$ cat src/hdl/ksgoc_pkg.sv
// Shared types and constants for the keyed slot table (get-or-create / attach).
// No dependencies. Used by ksgoc_ctrl and keyed_slot_table_get_or_create_core.
`timescale 1ns / 1ps

package ksgoc_pkg;

	localparam int SLOT_COUNT_DEF = 64;
	localparam int KEY_W          = 32;
	localparam int PAGE_W         = 32;
	localparam int ADDR_W         = 32;
	localparam int SLOT_IN_W      = 8;
	localparam int SLOT_ID_W      = 6;
	localparam int ENTRY_W        = KEY_W + PAGE_W;

	typedef enum logic [1:0] {
		ST_FOUND   = 2'd0,
		ST_CREATED = 2'd1,
		ST_FULL    = 2'd2,
		ST_INVALID = 2'd3
	} status_t;

	typedef struct packed {
		status_t               status;
		logic [SLOT_ID_W-1:0]  slot_id;
		logic [PAGE_W-1:0]     page_out;
		logic [ADDR_W-1:0]     virt_addr;
		logic [ADDR_W-1:0]     map_target;
	} result_t;

endpackage

$ cat src/hdl/ksgoc_mem.sv
// Slot storage: one write port and one registered read port.
// Holds key and page of each slot side by side. Depends on nothing.
`timescale 1ns / 1ps

module ksgoc_mem #(
	parameter int DEPTH = 64,
	parameter int WIDTH = 64
) (
	input  logic                     clk,
	input  logic                     we,
	input  logic [$clog2(DEPTH)-1:0] waddr,
	input  logic [WIDTH-1:0]         wdata,
	input  logic                     re,
	input  logic [$clog2(DEPTH)-1:0] raddr,
	output logic [WIDTH-1:0]         rdata
);

	logic [WIDTH-1:0] mem_q [DEPTH];
	logic [WIDTH-1:0] rdata_q;

	always_ff @(posedge clk) begin
		if (we) begin
			mem_q[waddr] <= wdata;
		end
		if (re) begin
			rdata_q <= mem_q[raddr];
		end
	end

	assign rdata = rdata_q;

endmodule

$ cat src/hdl/ksgoc_ctrl.sv
// Sequencer of the slot table: takes an item, scans slots through one shared key
// comparator or reads one slot for attach, and holds the result until taken.
// Depends on ksgoc_pkg; drives the ports of ksgoc_mem.
`timescale 1ns / 1ps

module ksgoc_ctrl #(
	parameter int SLOT_COUNT = ksgoc_pkg::SLOT_COUNT_DEF,
	parameter int IDX_W      = $clog2(SLOT_COUNT)
) (
	input  logic                              clk,
	input  logic                              arst_n,
	// Input channel
	input  logic                              in_valid,
	output logic                              in_stall,
	input  logic                              opcode,
	input  logic signed [ksgoc_pkg::KEY_W-1:0]  lookup_key,
	input  logic [ksgoc_pkg::PAGE_W-1:0]      fresh_page,
	input  logic [ksgoc_pkg::SLOT_IN_W-1:0]   slot_index,
	input  logic [ksgoc_pkg::ADDR_W-1:0]      heap_top,
	input  logic [ksgoc_pkg::ADDR_W-1:0]      code_base,
	// Result toward the output register
	output logic                              res_valid,
	input  logic                              res_ready,
	output ksgoc_pkg::result_t                res,
	// Slot memory
	output logic                              mem_we,
	output logic [IDX_W-1:0]                  mem_waddr,
	output logic [ksgoc_pkg::ENTRY_W-1:0]     mem_wdata,
	output logic                              mem_re,
	output logic [IDX_W-1:0]                  mem_raddr,
	input  logic [ksgoc_pkg::ENTRY_W-1:0]     mem_rdata
);

	import ksgoc_pkg::*;

	localparam int CNT_W = IDX_W + 1;
	localparam logic [CNT_W-1:0]     SCAN_END = CNT_W'(SLOT_COUNT);
	localparam logic [IDX_W-1:0]     LAST_IDX = IDX_W'(SLOT_COUNT - 1);
	localparam logic [SLOT_IN_W:0]   SLOT_LIM = (SLOT_IN_W + 1)'(SLOT_COUNT);

	typedef enum logic [2:0] {
		IDLE,
		SCAN,
		ATT_RD,
		ATT_DATA,
		DONE
	} state_t;

	state_t                  state_q;
	logic [KEY_W-1:0]        key_q;
	logic [PAGE_W-1:0]       page_q;
	logic [SLOT_IN_W-1:0]    idx_q;
	logic [ADDR_W-1:0]       heap_q;
	logic [ADDR_W-1:0]       base_q;
	logic [CNT_W-1:0]        addr_q;
	logic                    cmp_vld_s1;
	logic [IDX_W-1:0]        cmp_idx_s1;
	logic                    slot_vld_s1;
	logic                    free_found_q;
	logic [IDX_W-1:0]        free_idx_q;
	logic [SLOT_COUNT-1:0]   valid_q;
	result_t                 res_q;

	logic                    scan_rd;
	logic                    hit;
	logic                    last_cmp;
	logic                    have_free;
	logic [IDX_W-1:0]        new_idx;
	logic                    idx_in_range;
	logic                    create;

	// The shared comparator: one stored key against the search key per cycle.
	assign scan_rd      = (state_q == SCAN) && (addr_q < SCAN_END);
	assign hit          = cmp_vld_s1 && slot_vld_s1 && (mem_rdata[KEY_W-1:0] == key_q);
	assign last_cmp     = cmp_vld_s1 && (cmp_idx_s1 == LAST_IDX);
	assign have_free    = free_found_q || !slot_vld_s1;
	assign new_idx      = free_found_q ? free_idx_q : cmp_idx_s1;
	assign idx_in_range = {1'b0, idx_q} < SLOT_LIM;
	assign create       = (state_q == SCAN) && last_cmp && !hit && have_free;

	assign mem_we    = create;
	assign mem_waddr = new_idx;
	assign mem_wdata = {page_q, key_q};
	assign mem_re    = scan_rd || (state_q == ATT_RD);
	assign mem_raddr = (state_q == SCAN) ? addr_q[IDX_W-1:0] : idx_q[IDX_W-1:0];

	assign in_stall  = (state_q != IDLE);
	assign res_valid = (state_q == DONE);
	assign res       = res_q;

	always_ff @(posedge clk or negedge arst_n) begin
		if (!arst_n) begin
			state_q      <= IDLE;
			valid_q      <= '0;
			cmp_vld_s1   <= 1'b0;
			free_found_q <= 1'b0;
			addr_q       <= '0;
		end else begin
			unique case (state_q)
				IDLE: begin
					if (in_valid) begin
						key_q        <= lookup_key;
						page_q       <= fresh_page;
						idx_q        <= slot_index;
						heap_q       <= heap_top;
						base_q       <= code_base;
						addr_q       <= '0;
						cmp_vld_s1   <= 1'b0;
						free_found_q <= 1'b0;
						state_q      <= opcode ? ATT_RD : SCAN;
					end
				end
				SCAN: begin
					addr_q      <= addr_q + CNT_W'(1);
					cmp_vld_s1  <= scan_rd;
					cmp_idx_s1  <= addr_q[IDX_W-1:0];
					slot_vld_s1 <= scan_rd && valid_q[addr_q[IDX_W-1:0]];
					if (cmp_vld_s1 && !slot_vld_s1 && !free_found_q) begin
						free_found_q <= 1'b1;
						free_idx_q   <= cmp_idx_s1;
					end
					if (hit) begin
						res_q   <= '{ST_FOUND, SLOT_ID_W'(cmp_idx_s1), '0, '0, '0};
						state_q <= DONE;
					end else if (last_cmp) begin
						if (have_free) begin
							valid_q[new_idx] <= 1'b1;
							res_q <= '{ST_CREATED, SLOT_ID_W'(new_idx), '0, '0, '0};
						end else begin
							res_q <= '{ST_FULL, '0, '0, '0, '0};
						end
						state_q <= DONE;
					end
				end
				ATT_RD: begin
					if (idx_in_range && valid_q[idx_q[IDX_W-1:0]]) begin
						state_q <= ATT_DATA;
					end else begin
						res_q   <= '{ST_INVALID, '0, '0, '0, '0};
						state_q <= DONE;
					end
				end
				ATT_DATA: begin
					res_q <= '{ST_FOUND, SLOT_ID_W'(idx_q[IDX_W-1:0]),
						mem_rdata[ENTRY_W-1:KEY_W], heap_q, heap_q + base_q};
					state_q <= DONE;
				end
				DONE: begin
					if (res_ready) begin
						state_q <= IDLE;
					end
				end
				default: begin
					state_q <= IDLE;
				end
			endcase
		end
	end

endmodule

$ cat src/hdl/keyed_slot_table_get_or_create_core.sv
// Keyed slot table, get-or-create by key and attach by slot index.
// Get: one transfer in, then one slot compared per cycle through the shared
// comparator, ended early on a hit; the result then goes into the output register.
// Attach: reads the one slot in ATT_RD, takes its page in ATT_DATA. One item at a time.
// Reset (arst_n low) clears all valid marks and control state; the key and page
// memory is not cleared, and its contents are used only for valid slots.
`timescale 1ns / 1ps

module keyed_slot_table_get_or_create_core #(
	parameter int SLOT_COUNT = ksgoc_pkg::SLOT_COUNT_DEF
) (
	input  logic                                clk,
	input  logic                                arst_n,
	input  logic                                in_valid,
	output logic                                in_stall,
	input  logic                                opcode,
	input  logic signed [ksgoc_pkg::KEY_W-1:0]  lookup_key,
	input  logic [ksgoc_pkg::PAGE_W-1:0]        fresh_page,
	input  logic [ksgoc_pkg::SLOT_IN_W-1:0]     slot_index,
	input  logic [ksgoc_pkg::ADDR_W-1:0]        heap_top,
	input  logic [ksgoc_pkg::ADDR_W-1:0]        code_base,
	output logic                                out_valid,
	input  logic                                out_stall,
	output logic [1:0]                          status,
	output logic [ksgoc_pkg::SLOT_ID_W-1:0]     slot_id,
	output logic [ksgoc_pkg::PAGE_W-1:0]        page_out,
	output logic [ksgoc_pkg::ADDR_W-1:0]        virt_addr,
	output logic [ksgoc_pkg::ADDR_W-1:0]        map_target
);

	import ksgoc_pkg::*;

	localparam int IDX_W = $clog2(SLOT_COUNT);

	logic                res_valid;
	logic                res_ready;
	result_t             res;
	logic                mem_we;
	logic [IDX_W-1:0]    mem_waddr;
	logic [ENTRY_W-1:0]  mem_wdata;
	logic                mem_re;
	logic [IDX_W-1:0]    mem_raddr;
	logic [ENTRY_W-1:0]  mem_rdata;
	logic                out_valid_q;
	result_t             out_q;

	ksgoc_ctrl #(
		.SLOT_COUNT (SLOT_COUNT),
		.IDX_W      (IDX_W)
	) u_ctrl (
		.clk        (clk),
		.arst_n     (arst_n),
		.in_valid   (in_valid),
		.in_stall   (in_stall),
		.opcode     (opcode),
		.lookup_key (lookup_key),
		.fresh_page (fresh_page),
		.slot_index (slot_index),
		.heap_top   (heap_top),
		.code_base  (code_base),
		.res_valid  (res_valid),
		.res_ready  (res_ready),
		.res        (res),
		.mem_we     (mem_we),
		.mem_waddr  (mem_waddr),
		.mem_wdata  (mem_wdata),
		.mem_re     (mem_re),
		.mem_raddr  (mem_raddr),
		.mem_rdata  (mem_rdata)
	);

	ksgoc_mem #(
		.DEPTH (SLOT_COUNT),
		.WIDTH (ENTRY_W)
	) u_mem (
		.clk   (clk),
		.we    (mem_we),
		.waddr (mem_waddr),
		.wdata (mem_wdata),
		.re    (mem_re),
		.raddr (mem_raddr),
		.rdata (mem_rdata)
	);

	// The output register frees up in the same cycle its result is transferred out.
	assign res_ready = !out_valid_q || !out_stall;

	always_ff @(posedge clk or negedge arst_n) begin
		if (!arst_n) begin
			out_valid_q <= 1'b0;
		end else if (res_ready) begin
			out_valid_q <= res_valid;
		end
	end

	always_ff @(posedge clk) begin
		if (res_ready && res_valid) begin
			out_q <= res;
		end
	end

	assign out_valid  = out_valid_q;
	assign status     = out_q.status;
	assign slot_id    = out_q.slot_id;
	assign page_out   = out_q.page_out;
	assign virt_addr  = out_q.virt_addr;
	assign map_target = out_q.map_target;

endmodule
$ cat config.mk
export PLATFORM = sky130hd
export DESIGN_NAME = keyed_slot_table_get_or_create_core
export DESIGN_NICKNAME = d
export VERILOG_FILES = /design/src/hdl/ksgoc_pkg.sv /design/src/hdl/ksgoc_mem.sv /design/src/hdl/ksgoc_ctrl.sv /design/src/hdl/keyed_slot_table_get_or_create_core.sv
export SDC_FILE = /design/constraint.sdc
export NUM_CORES = 2
export LEC_CHECK = 0
export BUFFER_PORTS_ARGS = -buffer_cell sky130_fd_sc_hd__buf_2
export CAP_MARGIN = 0
export CORE_ASPECT_RATIO = 1.2
export CORE_UTILIZATION = 50
export DETAILED_ROUTE_END_ITERATION = 6
export PLACE_DENSITY = 0.66
export SKIP_LAST_GASP = 1
export SLEW_MARGIN = 40
export SYNTH_ARGS = -nofsm -noshare
export SYNTH_HDL_FRONTEND = slang
export SYNTH_SLANG_ARGS = --single-unit
$ cat constraint.sdc
create_clock -name clk -period 15.2 [get_ports clk]
set_input_delay 3.8 -clock clk [delete_from_list [all_inputs] [get_ports clk]]
set_output_delay 3.8 -clock clk [all_outputs]
set_load 0.01 [all_outputs]
==> qor.csv <==
metric,value,unit
cp-startpoint,u_ctrl.key_q[10],
htreeDepth,5,
io_pins,247,
place.gp.congestion,0.865,
cts_tree,done,
finalNetCount,9168,
finClkSkew,77.3,ps
wl_met1,192000,um
synth-simple-area-share,2.84,%
grt_max_degree,118,
yosysTopAreaCellShare,77.4,%
finalWirelength,535000,um
num_rows,237,
min_period,6620,ps
vdd_drop_max,0.205,mV
synth_seq_cells,4594,
grt_pass1_wl,732000,um
start_kind,flop,
synthMuxAreaShare,13.2,%
ys_seq_area_share,78.5,%
floorplan.initialDensity,50.3,%
drv_cap,0,
fillers,25300,
post-cts-setup-buffers,0,
route.detailed.drc,1,
die_area,353000,um^2
route.met2.wl,256000,um
max_slew_margin,36.7,%
syn_to_final_growth,13.3,%
cp-end-kind,flop,
layout_commonest_cell,edfxtp_1,
post-route-period-util,43.6,%
grt_overflow,0,
clockBufferDepth,4,
cts_resized,0,
port_buffers,246,
root_buffer,clkbuf_16,
die_h,651,um
power_density,166,nW/um^2
violations,DRC,
hpwl,284000,um
syn_inst,8433,
final_cells,14000,
drive_above_1_share,22.9,%
met3_length,64100,um
die_x,542,um
ant_nets,0,
worstHoldStart,u_ctrl.res[28],
cts_hold_buffers,0,
firstDrtPassIters,7,
status,"complete, but fails checks",
p_leak,0.0647,uW
synth_top_family_by_area,multiplexers,
maxSlewViolCount,0,
cts.sinks,4594,
routed-via-count,93800,
synthArstFlopShare,1.68,%
critPathKind,flop to flop,
syn_area,175000,um^2
fin_util,57.0,%
dp_cells,13200,
finalSetupViolCount,0,
rsz0062_at_grt,no,
first_global_vias,91500,
synthXorXnorAreaFrac,0.295,%
synth_top_area_cell,edfxtp_1,
tightestPinTransition,950,ps
crit_arrival,7220,ps
required,15800,ps
synth.distinct_cells,62,
synth_area_leaders,"edfxtp_1 77%, mux4_2 10%, mux2i_1 3.0%, a221oi_1 1.3%, nand2_1 1.1%",
clkTransAtPathRegs,60,ps
cts_made_buffers,431,
hold_class,flop to flop,
path_max_fanout,65,
top_layer_used,met5,
synth_fa_ha_area_share,0.240,%
hold_viol,0,
via_per_inst,6.68,
synthFlopType,edfxtp_1,
clk_latency,1020,ps
max_freq,151,MHz
whs,416,ps
r2r_start,u_ctrl.key_q[10],
final_cell_mix,"4517 x edfxtp_1, 793 x mux4_2, 519 x nand2_1",
first_iter_violations,15400,
tns,0,ps
antenna_found_initial,33,
post_drt_wl_per_cell,38.1,um
yosys_warnings,0,
core,348000,um^2
synth_edf_count,4517,
track_usage,30.1,%
synth-compound-area-share,3.53,%
synth.avg_cell_area,20.8,um^2
synth_nets,8607,
## flip-flops by register name, summed over array words and instances, names as in the netlist, 2 cells and up
signal and count:
u_ctrl.addr_q 7, u_ctrl.res 104, u_ctrl.key_q 32, u_mem.rdata 64
virt_addr 32, u_ctrl.free_idx_q 6, map_target 32, u_ctrl.heap_q 32
page_out 32, u_ctrl.cmp_idx_s1 6, status 2, slot_id 6
u_ctrl.idx_q 8, u_mem.mem_q 4096, u_ctrl.state_q 3, u_ctrl.page_q 32
u_ctrl.valid_q 64, u_ctrl.base_q 32
## power by group
| group | leakage [uW] | switching (uW) | internal (uW) |
|---|---|---|---|
| logic | 0.0160 | 4650 | 2650 |
| registers | 0.0418 | 193 | 14600 |
| clock network | 0.00692 | 4760 | 6120 |
| total | 0.0647 | 9600 | 23300 |
## cells in the mapped netlist, drive strengths merged, types with 6 or more instances
| master | number |
|---|---|
| inv | 17 |
| o21bai | 36 |
| nor2b | 7 |
| nand3 | 151 |
| mux2i | 519 |
| buf | 285 |
| nand2 | 533 |
| or3 | 17 |
| or2 | 34 |
| a31oi | 12 |
| or4 | 18 |
| a32oi | 7 |
| xor2 | 39 |
| nand2b | 6 |
| o21ai | 77 |
| a2111oi | 21 |
| a22o | 29 |
| a221oi | 251 |
| o21a | 11 |
| edfxtp | 4517 |
| a21o | 15 |
| a21oi | 209 |
| nor2 | 140 |
| nor3 | 31 |
| o2111ai | 24 |
| clkbuf | 170 |
| and3 | 75 |
| nand4 | 23 |
| dfrtp | 77 |
| o41ai | 18 |
| o211ai | 12 |
| mux4 | 793 |
| o22ai | 45 |
| a22oi | 49 |
| ha | 32 |
| a211oi | 13 |
| xnor2 | 20 |
| and2 | 10 |
| nor4 | 39 |
| a311oi | 8 |
| o32ai | 8 |
## cells by family (layout without fill, tap and decap cells)
logic type / count (synthesis) / after routing
fa+ha+maj: 33 / 33
compound gates: 864 / 864
flops: 4594 / 4594
xor+xnor: 59 / 59
other cells: 0 / 20
mux: 1316 / 1316
simple gates: 1094 / 1094
buf+inv: 473 / 1401
## critical path: stages (launching register included)
cell and delay (ps):
edfxtp_1 340, buf_4 510, xor2_1 690, nor4_2 230, nand3_1 190, or4_1 440, and2_1 240, nand2_1 100
nor2_1 290, nand2_1 490, buf_4 380, nor2_4 620, buf_4 720, buf_4 770
## path summary, 6_finish.rpt
path | endpoint | slack, ps | depth (start not counted)
min reg2reg | map_target[28] | 420 | 0
min in group asynchronous | u_ctrl.state_q[0] | 2650 | 1
max | u_mem.mem_q[38][45] | 8580 | 13
min | map_target[28] | 420 | 0
max reg2reg | u_mem.mem_q[38][45] | 8580 | 13
max in group asynchronous | u_ctrl.addr_q[4] | 11570 | 2
## area by class of cell
| type | instances | area [um^2] | share of cell area, % |
|---|---|---|---|
| multi-input combinational | 3366 | 36000 | 18.1 |
| timing repair buffer | 583 | 4850 | 2.44 |
| clock buffer | 526 | 11400 | 5.74 |
| tap | 4660 | 5830 | 2.94 |
| sequential | 4594 | 138000 | 69.3 |
| inverter | 18 | 67.6 | 0.0340 |
| antenna | 20 | 50.0 | 0.0252 |
| clock inverter | 274 | 2730 | 1.38 |
## routing by layer
layer / vias up / GRT usage (%)
li1: 36300 / -
met4: 14 / 12.3
met3: 1112 / 6.53
met1: 49500 / 40.3
met2: 6990 / 48.0
met5: - / 0
## through the flow
| stage | total power [uW] | instance area, um^2 | setup WS [ps] |
|---|---|---|---|
| 2_1_floorplan | 19800 | 175000 | 3230 |
| 3_3_place_gp | 22100 | 183000 | 8630 |
| 3_5_place_dp | 22200 | 184000 | 8750 |
| 4_1_cts | 32900 | 198000 | 8700 |
| 5_1_grt | 33800 | 198000 | 8620 |
| 6_report | 32900 | 198000 | 8580 |
(Power assumes the default switching activity.)
